**src/hw/rtl/ffrmc_pkg.sv**
```systemverilog
`default_nettype none
package ffrmc_pkg;

	// port widths
	localparam int S_DATA_W   = 32;
	localparam int M_DATA_W   = 104;
	localparam int CFG_IDX_W  = 3;
	localparam int CFG_DATA_W = 18;

	// serial unit sizes
	localparam int DIV_W  = 56;   // dividend / quotient bits
	localparam int DIVR_W = 18;   // divisor bits
	localparam int MC_W   = 60;   // multiplicand / product bits
	localparam int MP_W   = 25;   // multiplier bits, one per cycle

	// register indexes
	localparam logic [CFG_IDX_W-1:0] CFG_IN_RATE   = 3'd0;
	localparam logic [CFG_IDX_W-1:0] CFG_OUT_RATE  = 3'd1;
	localparam logic [CFG_IDX_W-1:0] CFG_TARGET    = 3'd2;
	localparam logic [CFG_IDX_W-1:0] CFG_FREEZE    = 3'd3;
	localparam logic [CFG_IDX_W-1:0] CFG_MAX_BLOCK = 3'd4;

	// loop constants
	localparam logic [24:0] Q24_ONE   = 25'h1000000;
	localparam logic [31:0] LOCK_TIME = 32'd167772160;   // 10 s in Q8.24
	localparam logic [32:0] RATIO_MAX = 33'h1FFFFFFFF;
	localparam logic [DIVR_W-1:0] KP_ACQ  = 18'd200;
	localparam logic [DIVR_W-1:0] KP_LOCK = 18'd1000;
	localparam logic [DIVR_W-1:0] KI_ACQ  = 18'd20000;
	localparam logic [DIVR_W-1:0] KI_LOCK = 18'd100000;

	typedef enum logic [1:0] {
		MODE_PRIMING   = 2'd0,
		MODE_ACQUIRING = 2'd1,
		MODE_LOCKED    = 2'd2
	} loop_mode_t;

	typedef enum logic [2:0] {
		STAT_INACTIVE  = 3'd0,
		STAT_PRIMING   = 3'd1,
		STAT_RUNNING   = 3'd2,
		STAT_UNDERRUN  = 3'd3,
		STAT_OVERALLOC = 3'd4
	} status_t;

	typedef enum logic [3:0] {
		SQ_IDLE,
		SQ_PRE,
		SQ_BT,
		SQ_LPF,
		SQ_ERR,
		SQ_KI,
		SQ_KP,
		SQ_SLEW,
		SQ_RMUL,
		SQ_RDIV,
		SQ_NEED,
		SQ_FIN,
		SQ_WB
	} seq_state_t;

	typedef struct packed {
		logic              start;
		logic [DIV_W-1:0]  dividend;
		logic [DIVR_W-1:0] divisor;
	} div_req_t;

	typedef struct packed {
		logic             done;
		logic [DIV_W-1:0] quotient;
	} div_rsp_t;

	typedef struct packed {
		logic            start;
		logic [MC_W-1:0] mcand;
		logic [MP_W-1:0] mplier;
	} mul_req_t;

	typedef struct packed {
		logic            done;
		logic [MC_W-1:0] product;
	} mul_rsp_t;

endpackage
`default_nettype wire

```
**src/hw/rtl/ffrmc_div.sv**
```systemverilog
`default_nettype none
module ffrmc_div (
	input  logic                clk,
	input  logic                arst_n,
	input  ffrmc_pkg::div_req_t req,
	output ffrmc_pkg::div_rsp_t rsp
);
	import ffrmc_pkg::*;

	localparam int CNT_W = $clog2(DIV_W);

	logic              busy_q;
	logic              done_q;
	logic [CNT_W-1:0]  cnt_q;
	logic [DIVR_W-1:0] dvsr_q;
	logic [DIVR_W-1:0] rem_q;
	logic [DIV_W-1:0]  dvd_q;   // dividend bits out at the top, quotient bits in at the bottom

	logic [DIVR_W:0]   part;
	logic [DIVR_W+1:0] trial;
	logic              ge;

	always_comb begin
		part  = {rem_q, dvd_q[DIV_W-1]};
		trial = {1'b0, part} - {2'b00, dvsr_q};
		ge    = !trial[DIVR_W+1];
	end

	always_ff @(posedge clk or negedge arst_n) begin
		if (!arst_n) begin
			busy_q <= 1'b0;
			done_q <= 1'b0;
			cnt_q  <= '0;
		end else begin
			done_q <= 1'b0;
			if (req.start) begin
				busy_q <= 1'b1;
				cnt_q  <= '0;
			end else if (busy_q) begin
				cnt_q <= cnt_q + 1'b1;
				if (cnt_q == CNT_W'(DIV_W-1)) begin
					busy_q <= 1'b0;
					done_q <= 1'b1;
				end
			end
		end
	end

	always_ff @(posedge clk) begin
		if (req.start) begin
			dvsr_q <= req.divisor;
			rem_q  <= '0;
			dvd_q  <= req.dividend;
		end else if (busy_q) begin
			rem_q <= ge ? trial[DIVR_W-1:0] : part[DIVR_W-1:0];
			dvd_q <= {dvd_q[DIV_W-2:0], ge};
		end
	end

	assign rsp.done     = done_q;
	assign rsp.quotient = dvd_q;

endmodule
`default_nettype wire

```
**src/hw/rtl/ffrmc_mul.sv**
```systemverilog
`default_nettype none
module ffrmc_mul (
	input  logic                clk,
	input  logic                arst_n,
	input  ffrmc_pkg::mul_req_t req,
	output ffrmc_pkg::mul_rsp_t rsp
);
	import ffrmc_pkg::*;

	localparam int CNT_W = $clog2(MP_W);

	logic             busy_q;
	logic             done_q;
	logic [CNT_W-1:0] cnt_q;
	logic [MC_W-1:0]  acc_q;
	logic [MC_W-1:0]  mc_q;
	logic [MP_W-1:0]  mp_q;

	always_ff @(posedge clk or negedge arst_n) begin
		if (!arst_n) begin
			busy_q <= 1'b0;
			done_q <= 1'b0;
			cnt_q  <= '0;
		end else begin
			done_q <= 1'b0;
			if (req.start) begin
				busy_q <= 1'b1;
				cnt_q  <= '0;
			end else if (busy_q) begin
				cnt_q <= cnt_q + 1'b1;
				if (cnt_q == CNT_W'(MP_W-1)) begin
					busy_q <= 1'b0;
					done_q <= 1'b1;
				end
			end
		end
	end

	// high bits lost off mc_q only ever meet zero multiplier bits
	always_ff @(posedge clk) begin
		if (req.start) begin
			acc_q <= '0;
			mc_q  <= req.mcand;
			mp_q  <= req.mplier;
		end else if (busy_q) begin
			if (mp_q[0]) begin
				acc_q <= acc_q + mc_q;
			end
			mc_q <= {mc_q[MC_W-2:0], 1'b0};
			mp_q <= {1'b0, mp_q[MP_W-1:1]};
		end
	end

	assign rsp.done    = done_q;
	assign rsp.product = acc_q;

endmodule
`default_nettype wire

```
**src/hw/rtl/fifo_fill_rate_matching_controller.sv**
```systemverilog
// FIFO fill rate matching controller.
// One input item per audio block on s_*: block length, FIFO fill, stream reset request and
// capture running flag. One result item per input on m_*: status, loop mode, drain count,
// ratio correction (Q40), resample ratio (Q28) and input samples to read.
// Registers are written through cfg_we / cfg_idx / cfg_data while the block is idle; the
// user must keep to this, as the block does not enforce it. An inactive or priming block
// goes from SQ_PRE straight to SQ_WB. A running block goes through five divisions on a
// bit-serial divider and up to three products on a bit-serial multiplier, the ratio product
// being skipped while the ratio is frozen. One item is in work at a time; s_tready is high
// only while no item is in work.
// The result sits in an output register: the next item is taken while it waits, and the
// loop holds its final write-back while that register is full and m_tready is low.
// Reset: registers return to their defaults, the loop to priming with the filtered fill at
// the target, and a stream reset is pending, so the first active block reports the fill as
// drain count.
`default_nettype none
module fifo_fill_rate_matching_controller #(
	parameter int unsigned FIFO_DEPTH  = 8192,
	parameter int unsigned READ_MARGIN = 8
) (
	input  logic                                clk,
	input  logic                                arst_n,
	input  logic                                cfg_we,
	input  logic [ffrmc_pkg::CFG_IDX_W-1:0]     cfg_idx,
	input  logic [ffrmc_pkg::CFG_DATA_W-1:0]    cfg_data,
	input  logic                                s_tvalid,
	output logic                                s_tready,
	// block_samples[12:0], fill_level[26:13], reset_request[27], capture_running[28]
	input  logic [ffrmc_pkg::S_DATA_W-1:0]      s_tdata,
	output logic                                m_tvalid,
	input  logic                                m_tready,
	// status[2:0], loop_mode[4:3], drain_count[18:5], correction_q40[52:19],
	// ratio_q28[85:53], samples_to_read[99:86]
	output logic [ffrmc_pkg::M_DATA_W-1:0]      m_tdata
);
	import ffrmc_pkg::*;

	localparam logic [13:0] DEPTH_CAP = 14'((FIFO_DEPTH > 16383) ? 16383 : FIFO_DEPTH);
	localparam logic [19:0] MARGIN    = 20'(READ_MARGIN);
	localparam logic signed [42:0] ILIM = 43'sd1099511628;
	localparam logic signed [49:0] CLIM = 50'sd5497558139;
	localparam logic signed [34:0] SLIM = 35'sd27487791;

	// configuration
	logic [17:0] in_rate_q, out_rate_q;
	logic [13:0] target_q;
	logic        freeze_q;
	logic [12:0] max_block_q;

	// loop state
	loop_mode_t         mode_q;
	logic               pending_q;
	logic [29:0]        ff_q;
	logic signed [31:0] integ_q;
	logic signed [33:0] prev_q;
	logic [31:0]        at_q;

	// item and working registers
	logic [12:0]        bs_q;
	logic [13:0]        fill_q;
	logic               cap_q;
	logic [36:0]        bt_q;
	logic [53:0]        err_mag_q;
	logic               err_neg_q;
	logic signed [33:0] corr_q;
	logic [46:0]        rp_q;
	logic [32:0]        ratio_q;
	logic [19:0]        need_q;
	status_t            status_q;
	logic [13:0]        drain_q;
	logic [13:0]        to_read_q;

	seq_state_t state_q, state_d;
	logic       launch_q;
	logic       m_tvalid_q;
	logic [M_DATA_W-1:0] m_tdata_q;

	div_req_t div_req;
	div_rsp_t div_rsp;
	mul_req_t mul_req;
	mul_rsp_t mul_rsp;

	ffrmc_div u_div (.clk(clk), .arst_n(arst_n), .req(div_req), .rsp(div_rsp));
	ffrmc_mul u_mul (.clk(clk), .arst_n(arst_n), .req(mul_req), .rsp(mul_rsp));

	// ---------------- combinational datapath ----------------
	logic               s_acc;
	logic               out_free;
	logic [13:0]        fill_in, fill_sat, tgt, fill_eff;
	logic               active, prime_go, compute, acq;
	loop_mode_t         mode_eff;
	logic [24:0]        alpha;
	logic signed [30:0] diff, d2;
	logic [29:0]        diff_mag, d2_mag;
	logic [29:0]        lpf_step;
	logic signed [42:0] qi_s, isum, isum_c;
	logic signed [49:0] qp_s, csum, csum_c;
	logic signed [34:0] dd, dd_c;
	logic [37:0]        at_sum;
	logic [40:0]        scale;
	logic [46:0]        rnd;
	logic [14:0]        cap;

	always_comb begin
		s_acc    = s_tvalid && s_tready;
		out_free = !m_tvalid_q || m_tready;
		fill_in  = s_tdata[26:13];
		fill_sat = (fill_in > DEPTH_CAP) ? DEPTH_CAP : fill_in;
		tgt      = (target_q == '0) ? 14'd1 : target_q;

		active   = (bs_q != '0) && (in_rate_q != '0) && (out_rate_q != '0) && cap_q &&
		           (bs_q <= max_block_q);
		fill_eff = pending_q ? 14'd0 : fill_q;
		mode_eff = pending_q ? MODE_PRIMING : mode_q;
		prime_go = (mode_eff == MODE_PRIMING) && (fill_eff >= tgt);
		compute  = active && ((mode_eff != MODE_PRIMING) || prime_go);
		acq      = (mode_q == MODE_ACQUIRING);

		alpha    = (bt_q > 37'(Q24_ONE)) ? Q24_ONE : bt_q[24:0];
		diff     = $signed({1'b0, fill_q, 16'h0000}) - $signed({1'b0, ff_q});
		diff_mag = diff[30] ? 30'(-diff) : diff[29:0];
		lpf_step = mul_rsp.product[53:24];
		d2       = $signed({1'b0, ff_q}) - $signed({1'b0, tgt, 16'h0000});
		d2_mag   = d2[30] ? 30'(-d2) : d2[29:0];

		qi_s   = err_neg_q ? -$signed({2'b00, div_rsp.quotient[40:0]})
		                   :  $signed({2'b00, div_rsp.quotient[40:0]});
		isum   = qi_s + $signed({{11{integ_q[31]}}, integ_q});
		isum_c = (isum > ILIM) ? ILIM : ((isum < -ILIM) ? -ILIM : isum);

		qp_s   = err_neg_q ? -$signed({2'b00, div_rsp.quotient[47:0]})
		                   :  $signed({2'b00, div_rsp.quotient[47:0]});
		csum   = qp_s + $signed({{18{integ_q[31]}}, integ_q});
		csum_c = (csum > CLIM) ? CLIM : ((csum < -CLIM) ? -CLIM : csum);

		dd     = $signed({corr_q[33], corr_q}) - $signed({prev_q[33], prev_q});
		dd_c   = (dd > SLIM) ? SLIM : ((dd < -SLIM) ? -SLIM : dd);
		at_sum = {6'b000000, at_q} + {1'b0, bt_q};

		scale  = 41'h100_0000_0000 + {{7{prev_q[33]}}, prev_q};
		rnd    = mul_rsp.product[46:0] + 47'd268435455;
		cap    = 15'({max_block_q, 1'b0}) + 15'(max_block_q) + 15'd32;
	end

	// ---------------- sequencer: next state ----------------
	always_comb begin
		state_d = state_q;
		case (state_q)
			SQ_IDLE: if (s_acc) state_d = SQ_PRE;
			SQ_PRE:  state_d = compute ? SQ_BT : SQ_WB;
			SQ_BT:   if (div_rsp.done) state_d = SQ_LPF;
			SQ_LPF:  if (mul_rsp.done) state_d = SQ_ERR;
			SQ_ERR:  if (div_rsp.done) state_d = SQ_KI;
			SQ_KI:   if (div_rsp.done) state_d = SQ_KP;
			SQ_KP:   if (div_rsp.done) state_d = SQ_SLEW;
			SQ_SLEW: state_d = freeze_q ? SQ_RDIV : SQ_RMUL;
			SQ_RMUL: if (mul_rsp.done) state_d = SQ_RDIV;
			SQ_RDIV: if (div_rsp.done) state_d = SQ_NEED;
			SQ_NEED: if (mul_rsp.done) state_d = SQ_FIN;
			SQ_FIN:  state_d = SQ_WB;
			SQ_WB:   if (out_free) state_d = SQ_IDLE;
			default: state_d = SQ_IDLE;
		endcase
	end

	// ---------------- sequencer: outputs ----------------
	always_comb begin
		s_tready         = (state_q == SQ_IDLE);
		div_req.start    = 1'b0;
		div_req.dividend = '0;
		div_req.divisor  = out_rate_q;
		mul_req.start    = 1'b0;
		mul_req.mcand    = '0;
		mul_req.mplier   = '0;
		case (state_q)
			SQ_BT: begin
				div_req.start    = launch_q;
				div_req.dividend = DIV_W'({bs_q, 24'h000000});
			end
			SQ_LPF: begin
				mul_req.start  = launch_q;
				mul_req.mcand  = MC_W'(diff_mag);
				mul_req.mplier = alpha;
			end
			SQ_ERR: begin
				div_req.start    = launch_q;
				div_req.dividend = DIV_W'({d2_mag, 24'h000000});
				div_req.divisor  = DIVR_W'(tgt);
			end
			SQ_KI: begin
				div_req.start    = launch_q;
				div_req.dividend = DIV_W'(err_mag_q);
				div_req.divisor  = acq ? KI_ACQ : KI_LOCK;
			end
			SQ_KP: begin
				div_req.start    = launch_q;
				div_req.dividend = DIV_W'(err_mag_q);
				div_req.divisor  = acq ? KP_ACQ : KP_LOCK;
			end
			SQ_RMUL: begin
				mul_req.start  = launch_q;
				mul_req.mcand  = MC_W'(scale);
				mul_req.mplier = MP_W'(in_rate_q);
			end
			SQ_RDIV: begin
				div_req.start    = launch_q;
				div_req.dividend = freeze_q ? DIV_W'({in_rate_q, 28'h0000000})
				                            : DIV_W'(rp_q);
			end
			SQ_NEED: begin
				mul_req.start  = launch_q;
				mul_req.mcand  = MC_W'(ratio_q);
				mul_req.mplier = MP_W'(bs_q);
			end
			default: ;
		endcase
	end

	// ---------------- control registers ----------------
	always_ff @(posedge clk or negedge arst_n) begin
		if (!arst_n) begin
			state_q     <= SQ_IDLE;
			launch_q    <= 1'b0;
			m_tvalid_q  <= 1'b0;
			in_rate_q   <= 18'd48000;
			out_rate_q  <= 18'd48000;
			target_q    <= 14'd1024;
			freeze_q    <= 1'b0;
			max_block_q <= 13'd512;
			mode_q      <= MODE_PRIMING;
			pending_q   <= 1'b1;
			ff_q        <= {14'd1024, 16'h0000};
			integ_q     <= '0;
			prev_q      <= '0;
			at_q        <= '0;
		end else begin
			state_q  <= state_d;
			launch_q <= (state_d != state_q);

			if (state_q == SQ_WB && out_free) begin
				m_tvalid_q <= 1'b1;
			end else if (m_tready) begin
				m_tvalid_q <= 1'b0;
			end

			if (cfg_we) begin
				case (cfg_idx)
					CFG_IN_RATE:   in_rate_q   <= cfg_data;
					CFG_OUT_RATE:  out_rate_q  <= cfg_data;
					CFG_TARGET:    target_q    <= cfg_data[13:0];
					CFG_FREEZE:    freeze_q    <= cfg_data[0];
					CFG_MAX_BLOCK: max_block_q <= cfg_data[12:0];
					default: ;
				endcase
			end

			if (s_acc) begin
				pending_q <= pending_q | s_tdata[27];
			end

			case (state_q)
				SQ_PRE: begin
					if (active && pending_q) begin
						pending_q <= 1'b0;
						mode_q    <= MODE_PRIMING;
						ff_q      <= {target_q, 16'h0000};
						integ_q   <= '0;
						prev_q    <= '0;
						at_q      <= '0;
					end
					if (active && prime_go) begin
						mode_q <= MODE_ACQUIRING;
						at_q   <= '0;
						ff_q   <= {fill_eff, 16'h0000};
					end
				end
				SQ_LPF: if (mul_rsp.done) begin
					ff_q <= diff[30] ? (ff_q - lpf_step) : (ff_q + lpf_step);
				end
				SQ_KI: if (div_rsp.done) begin
					integ_q <= isum_c[31:0];
				end
				SQ_SLEW: begin
					prev_q <= prev_q + dd_c[33:0];
					if (acq) begin
						at_q <= (at_sum[37:32] != '0) ? 32'hFFFFFFFF : at_sum[31:0];
					end
				end
				SQ_FIN: begin
					if (need_q > {5'b00000, cap}) begin
						if (acq && at_q > LOCK_TIME) mode_q <= MODE_LOCKED;
					end else if ({6'b000000, fill_q} < need_q) begin
						mode_q <= MODE_PRIMING;
					end else if (acq && at_q > LOCK_TIME) begin
						mode_q <= MODE_LOCKED;
					end
				end
				default: ;
			endcase
		end
	end

	// ---------------- payload registers ----------------
	always_ff @(posedge clk) begin
		if (s_acc) begin
			bs_q   <= s_tdata[12:0];
			fill_q <= fill_sat;
			cap_q  <= s_tdata[28];
		end
		case (state_q)
			SQ_PRE: begin
				ratio_q   <= '0;
				to_read_q <= '0;
				drain_q   <= '0;
				status_q  <= active ? STAT_PRIMING : STAT_INACTIVE;
				if (active && pending_q) begin
					drain_q <= fill_q;
					fill_q  <= '0;
				end
			end
			SQ_BT: if (div_rsp.done) bt_q <= div_rsp.quotient[36:0];
			SQ_ERR: if (div_rsp.done) begin
				err_mag_q <= div_rsp.quotient[53:0];
				err_neg_q <= d2[30];
			end
			SQ_KP: if (div_rsp.done) corr_q <= csum_c[33:0];
			SQ_RMUL: if (mul_rsp.done) rp_q <= mul_rsp.product[58:12];
			SQ_RDIV: if (div_rsp.done) begin
				ratio_q <= (div_rsp.quotient[DIV_W-1:33] != '0) ? RATIO_MAX
				                                                : div_rsp.quotient[32:0];
			end
			SQ_NEED: if (mul_rsp.done) need_q <= {1'b0, rnd[46:28]} + MARGIN;
			SQ_FIN: begin
				if (need_q > {5'b00000, cap}) begin
					status_q <= STAT_OVERALLOC;
				end else if ({6'b000000, fill_q} < need_q) begin
					status_q <= STAT_UNDERRUN;
				end else begin
					status_q  <= STAT_RUNNING;
					to_read_q <= need_q[13:0];
				end
			end
			SQ_WB: if (out_free) begin
				m_tdata_q <= {4'h0, to_read_q, ratio_q, prev_q, drain_q, mode_q, status_q};
			end
			default: ;
		endcase
	end

	assign m_tvalid = m_tvalid_q;
	assign m_tdata  = m_tdata_q;

endmodule
`default_nettype wire

```
**config.mk**
```make
export PLATFORM = sky130hd
export DESIGN_NAME = fifo_fill_rate_matching_controller
export DESIGN_NICKNAME = d
export VERILOG_FILES = /design/src/hw/rtl/ffrmc_pkg.sv /design/src/hw/rtl/ffrmc_div.sv /design/src/hw/rtl/ffrmc_mul.sv /design/src/hw/rtl/fifo_fill_rate_matching_controller.sv
export SDC_FILE = /design/constraint.sdc
export NUM_CORES = 2
export LEC_CHECK = 0
export ABC_AREA = 1
export BUFFER_PORTS_ARGS = -buffer_cell sky130_fd_sc_hd__buf_2
export CAP_MARGIN = 20
export CORE_ASPECT_RATIO = 1.25
export CORE_MARGIN = 4
export CORE_UTILIZATION = 40
export DETAILED_ROUTE_END_ITERATION = 10
export PLACE_DENSITY = 0.57
export SLEW_MARGIN = 20
export SYNTH_ARGS = -nofsm -noshare
export SYNTH_HDL_FRONTEND = slang
export SYNTH_SLANG_ARGS = --single-unit
```
**constraint.sdc**
```tcl
create_clock -name clk -period 6.18 [get_ports clk]
set_input_delay 0.309 -clock clk [delete_from_list [all_inputs] [get_ports clk]]
set_output_delay 0.309 -clock clk [all_outputs]
set_load 0.02 [all_outputs]
```
After elaboration in Yosys (flattened, before gate mapping)
Cells that the tools add are included.
Operators by class
  add/subtract/negate cells: 22
  multipliers: 0
  div/mod/pow operators: 0
  magnitude comparators: 13
  eq/ne operators: 28
  shifts and indexed selects: 0
  multiplexer cells: 94
  bitwise logic cells: 1
  reduce and logical (&&, ||, !) cells: 54
Operator list (number)
  $pmux W86 S3: 1
  $pmux W57 S4: 1
  $mux W32: 7
  $mux W30: 6
  $mux W34: 4
  $pmux W32 S2: 2
  $mux W60: 2
  $mux W14: 8
  $mux W56: 2
  $mux W25: 3
  $pmux W34 S2: 1
  $mux W33: 2
  $pmux W33 S2: 1
  $sub A30 B30 Y31: 2
  $add A60 B60 Y60: 1
  $neg A30 Y30: 2
  $pmux W30 S2: 1
  $pmux W18 S3: 1
  $pmux W4 S13: 1
  $add A50 B32 Y50: 1
  $gt A50 B34 Y1 const B: 1
  $lt A50 B34 Y1 const B: 1
  $mux W50: 1
  $neg A48 Y50: 1
  other kinds (70): 159
Word-level totals
  flip-flop bits (word level): 838
  latch bits: 0
  RAM bits: 0
  bits in read-only memories: 0
  input port bits: 58
  word-level logic and storage cells: 253
  memories: 0

Logic depth before layout (Yosys ltp)
  depth after elaboration: 9
  gate-level depth with buffers: 43
  mapped depth without buffers: 42

Hierarchy
Synthesis repeated with hierarchy kept, for this count alone.
Unflattened totals
  cells, all modules: 8592
  area, all modules: 61779.3 µm²
By module, submodules not included
  fifo_fill_rate_matching_controller: times used 1, cells each 6085, area each 44705.4 µm², seq. area each 16473.3 µm²
  ffrmc_mul: times used 1, cells each 1827, area each 11556.1 µm², seq. area each 3928.8 µm²
  ffrmc_div: times used 1, cells each 680, area each 5517.8 µm², seq. area each 2782.7 µm²

Worst setup path before layout
OpenSTA, ideal clock, no wires.
  path type: reg-to-reg
  start: register state_q[0]
  end: register m_tdata_q[0] (netlist: m_tdata[0]) (enable)
  arrival time: 4974 ps
  slack: 646 ps
  stages on the path, launching flop included: 6
  path buffers: 0
  period minus slack after synthesis: 5534 ps
  cell sequence: dfrtp_1 > nor2_1 > inv_1 > nor3_1 > inv_1 > nor2_1
On the way
  longest elaborated chain between the ends: 2
RTL lines
  from (decl): line fifo_fill_rate_matching_controller.sv:73  | seq_state_t state_q, state_d;
  from (signal assigned): line fifo_fill_rate_matching_controller.sv:237  | state_q <= state_d;
  $eq A4 B4 Y1: line fifo_fill_rate_matching_controller.sv:310  | case (state_q)
  $reduce_and A2 Y1 (no source line)
  to (signal assigned): line fifo_fill_rate_matching_controller.sv:344  | m_tdata_q <= {4'h0, to_read_q, ratio_q, prev_q, drain_q, mode_q, status_q};
  to (decl): line fifo_fill_rate_matching_controller.sv:76  | logic [M_DATA_W-1:0] m_tdata_q;
No other way between the ends.
A chain may end at the register's enable or synchronous reset.

Final worst setup path
  start: register prev_q[1]
  end: register prev_q[32]
On the way
  longest elaborated chain between the ends: 6
  elaborated cells on any way between the ends: 7
  classes of those cells: 2 x add/sub; 2 x order compare; 3 x mux
RTL lines
  from (decl): line fifo_fill_rate_matching_controller.sv:55  | logic signed [33:0] prev_q;
  from (signal assigned): line fifo_fill_rate_matching_controller.sv:284  | prev_q <= prev_q + dd_c[33:0];
  $sub A34 B34 Y35: line fifo_fill_rate_matching_controller.sv:136  | dd = $signed({corr_q[33], corr_q}) - $signed({prev_q[33], prev_q});
  $lt A35 B26 Y1: line fifo_fill_rate_matching_controller.sv:137  | dd_c = (dd > SLIM) ? SLIM : ((dd < -SLIM) ? -SLIM : dd);
  $mux W34 (2 in a row): line fifo_fill_rate_matching_controller.sv:137
  $add A34 B34 Y34 (*): line fifo_fill_rate_matching_controller.sv:284
  $pmux W34 S2 (*): line fifo_fill_rate_matching_controller.sv:261  | case (state_q)
Mark *: on every way between the ends. The rest lies on a longest branch, timed or not.

==> impl_summary.md <==
Outcome
The run finished with clean final reports.

Cells and area
Leaving out fill and tap cells, the most frequent cell in the layout is sky130_fd_sc_hd__nand2_1. The final instance area is 66760 µm². At the end of the flow, the number of nets in the layout was 8570. From synthesis to final layout, the design area changed by 13.18%. Of the cells placed in the final design, the portion with a size suffix greater than 1 is 0.07658. The top cell types in the final layout, fill and taps aside, are 1928 x sky130_fd_sc_hd__nand2_1, 1091 x sky130_fd_sc_hd__inv_1, 788 x sky130_fd_sc_hd__nor2_1.

CTS
The clock passes through at most 3 buffers. The clock latency at the later pin of the worst-skew pair is 0.75 ns. The clock slew at the register clock pins of the worst setup and hold paths is approximately 0.07 ns.

TritonCTS built the clock tree. In this run, CTS created clock tree buffers numbering 93. The clock net sink count is about 840. The clock root buffer master is sky130_fd_sc_hd__clkbuf_16. The H-tree generated during clock tree synthesis spans 3 levels.

Worst setup path
The critical path ends at prev_q[32]$_DFFE_PN0P_. The worst setup path is launched from a flop. At the worst endpoint, the required time is 6.75 ns. The kind of critical path is reg2reg. In this run the worst path has a maximum fanout of 18. The worst reg2reg path startpoint is prev_q[1]$_DFFE_PN0P_. Setup slack on the worst reg-to-reg path comes out at ~0.42 ns. At the worst endpoint, the arrival time is about 6.3 ns.

The longest individual stage delay on the worst path is approximately 0.4 ns. The endpoint of the worst register-to-register path is prev_q[32]$_DFFE_PN0P_. The cell occurring most often along the worst timing path is sky130_fd_sc_hd__nand2_1. The kind of capture point of the worst setup path is a flop. The number of cells on the worst reg-to-reg path is 37. The most critical setup path has its startpoint at prev_q[1]$_DFFE_PN0P_. Among all stages on the critical path, the largest delay is contributed by sky130_fd_sc_hd__dfrtp_1.

STA
The number of max-slew violations in the final report is 0. The achievable clock frequency is between 0.15 and 0.2 GHz. The count of final hold-check violations is 0.

The setup violation total in the final timing report is 0. After layout, the minimum clock period comes to approximately 5.8 ns. The slew at the pin closest to its max-slew limit is around 1.1 ns.

The worst clock skew is approximately 0.074 ns. The setup TNS is 0 ns. The post-route worst setup slack is about 0.42 ns. Headroom to the max-slew limit came out at 0.2695.

Setup repair after global routing left no endpoint under its margin. The share of the clock period used by the worst path after layout is 0.9320.

Yosys
The average footprint of a synthesized cell is 7.485 µm². In the synthesized netlist the dominant register cell turns out to be sky130_fd_sc_hd__edfxtp_1. The top cell type by total area after synthesis is sky130_fd_sc_hd__edfxtp_1. By area the synthesized netlist is led by sky130_fd_sc_hd__edfxtp_1 27%, sky130_fd_sc_hd__nand2_1 12%, sky130_fd_sc_hd__dfrtp_1 8.4%, sky130_fd_sc_hd__ha_1 7.8%, sky130_fd_sc_hd__inv_1 7.0%. The synthesized design contains between 800 and 900 register bits. The share of synthesized area in the top cell type comes to 0.2693. The mapped netlist covers about 59000 µm². For this run, the number of Yosys warnings is 0.

Of all flip-flops after synthesis, the portion carrying an async set or reset was 0.2584. The synthesized netlist cell count is approximately 7900. The count of flip-flops with a built-in enable after synthesis is around 530. In this run, distinct cell masters in the synthesized netlist total 71.

The share of the Yosys chip area taken by registers is 0.3922.

Detailed routing
The routed layout has roughly 56000 vias. The DRC violations left is 0. Once detail routing completed, the nets flagged for antenna violations numbered 0. Dividing the detail-routed wire length by the instance count gives approximately 23 µm.

Using the TritonRoute via totals, the vias-per-cell ratio works out to 5.555. The total length of routed wires is ~240000 µm. The iteration-0 DRC count of the detailed router is ~5100. The pre-antenna-repair detailed-routing pass consisted of 6 iterations.

Power
The share of total power dissipated in the clock network is 0.173. Summed over all cells, the static leakage comes to 30.86 nW. The switching power share of the total is 0.5047.

The share of power burned in combinational logic is 0.559. Across the VDD grid, the largest voltage drop is about 230 µV. The power per standard cell area is between 500 and 600 nW/µm². The proportion of power drawn by flip-flops and latches is 0.268. Cell internal power was estimated by the tool at between 15 and 20 mW.

In this run the power spent charging and discharging nets is 18.00 mW.

Placement
The detailed placer's ending HPWL is about 190000 µm. Routability-driven placement finished with a final weighted congestion of slightly below 1. The placed cell area is around 63000 µm². The setup slack after placement is 0.2109 ns. The number of I/O port buffers is 156.

GRT
The initial antenna violation count is 17. Entering global routing, the biggest net connects 131 pins. For this run the aggregate overflow at the end of global routing stands at 0. The number of global-route vias before repair came to 53670. In the global route stage, overall resource usage came out at 0.2984.

The first global-routing pass estimated roughly 340000 µm of wire.

Floorplanning
The initial core utilization is 0.4025. The area of the core region is between 100000 and 150000 µm². The die outline area is between 150000 and 200000 µm². The count of boundary I/O pins is about 160. The width of the die is approximately 350 µm.

The number of cell rows is around 160. The height of the die is ~440 µm.

Min path
The tightest min-delay check is of the in2reg type.

Job
Max-cap violations in this run came to 0.
-- metal layers --
layer | GRT usage | wire, µm | vias to the layer above
li1 | - | - | 26850
met1 | 0.3745 | 94220 | 26770
met2 | 0.5015 | 110600 | 2160
met3 | 0.03591 | 15840 | 472
met4 | 0.1583 | 14460 | 0
met5 | 0 | 0 | -
-- synth_stat cells (all sizes together) (153+ instances only) --
cell / n
nand2: 1946
inv: 1108
nor2: 828
a21oi: 593
edfxtp: 529
o21ai: 517
ha: 369
nand3: 364
xor2: 245
dfrtp: 198
clkbuf: 169
nand4: 153
-- flip-flops by register name, indices dropped and copies added, names as in the netlist, 34 cells and up --
signal       cells
u_div.dvd_q     56
u_mul.mc_q      59
err_mag_q       54
u_mul.acc_q     59
prev_q          34
rp_q            47
bt_q            37
corr_q          34
m_tdata        100
-- worst max-delay path: cells and delay by family (launching register included) --
kind,cells,cell delay [ns]
AO/OA/AOI/OAI,5,0.73
XOR/XNOR,1,0.33
adder cells (fa/ha/maj),2,0.68
buffers and inverters,3,0.48
flip-flops,1,0.40
AND/OR/NAND/NOR,26,3.00
-- cell families (layout without fill, tap and decap cells) --
logic type,after synthesis,in the layout,share of synthesized area
other,1,8,0.00006357
buffers and inverters,1321,1651,0.08542
AO/OA/AOI/OAI,1497,1497,0.1437
AND/OR/NAND/NOR,3532,3532,0.2499
adder cells (fa/ha/maj),378,378,0.08132
flip-flops,836,836,0.3922
XOR/XNOR,316,316,0.04743
-- repair_timing --
item                                    4_1_cts  5_1_grt
endpoints found under the hold margin       130        0
setup buffers                                 0        1
resized for setup                             0       43
hold buffers                                 51        0
endpoints found under the setup margin        0       77
-- layout make-up --
cell class | count | area [µm²]
Fill cell | 14860 | 79780
Multi-Input combinational cell | 5727 | 31100
Sequential cell | 836 | 23130
Inverter | 1114 | 4184
Timing Repair Buffer | 362 | 2589
Clock buffer | 106 | 2449
Tap cell | 1908 | 2387
Clock inverter | 69 | 909.6
Antenna cell | 4 | 10.01
-- stage by stage --
stage | std cells | total power, mW | hold slack [ns] | utilization
after detailed placement | 9892 | 29.03 | 0.2457 | 0.4275
after CTS | 10120 | 35.37 | 0.006576 | 0.4539
final | 10130 | 35.67 | 0.02853 | 0.4556
after global placement | 9892 | 28.88 | 0.2442 | 0.4275
after floorplan | 7884 | 22.30 | 0.01341 | -
after global routing | 10120 | 38.21 | 0.04791 | 0.4555
-- power by group through the flow --
stage	combinational, mW	clock [mW]	sequential [mW]
2_1_floorplan	13.5	0	8.84
3_3_place_gp	19.3	0	9.61
3_5_place_dp	19.4	0	9.62
4_1_cts	19.6	6.26	9.53
5_1_grt	22.1	6.49	9.64
6_report	19.9	6.18	9.56
-- worst min path at each step --
stage	to	start	cells past startpoint
after global routing	max_block_q[12]$_DFFE_PN0P_	cfg_data[12]	3
after global placement	at_q[9]$_DFFE_PN0P_	arst_n	1
after CTS	max_block_q[12]$_DFFE_PN0P_	cfg_data[12]	3
final	max_block_q[12]$_DFFE_PN0P_	cfg_data[12]	3
after detailed placement	at_q[9]$_DFFE_PN0P_	arst_n	1
after floorplan	at_q[0]$_DFFE_PN0P_	arst_n	0
No activity file was read; power rests on OpenSTA's default activity.
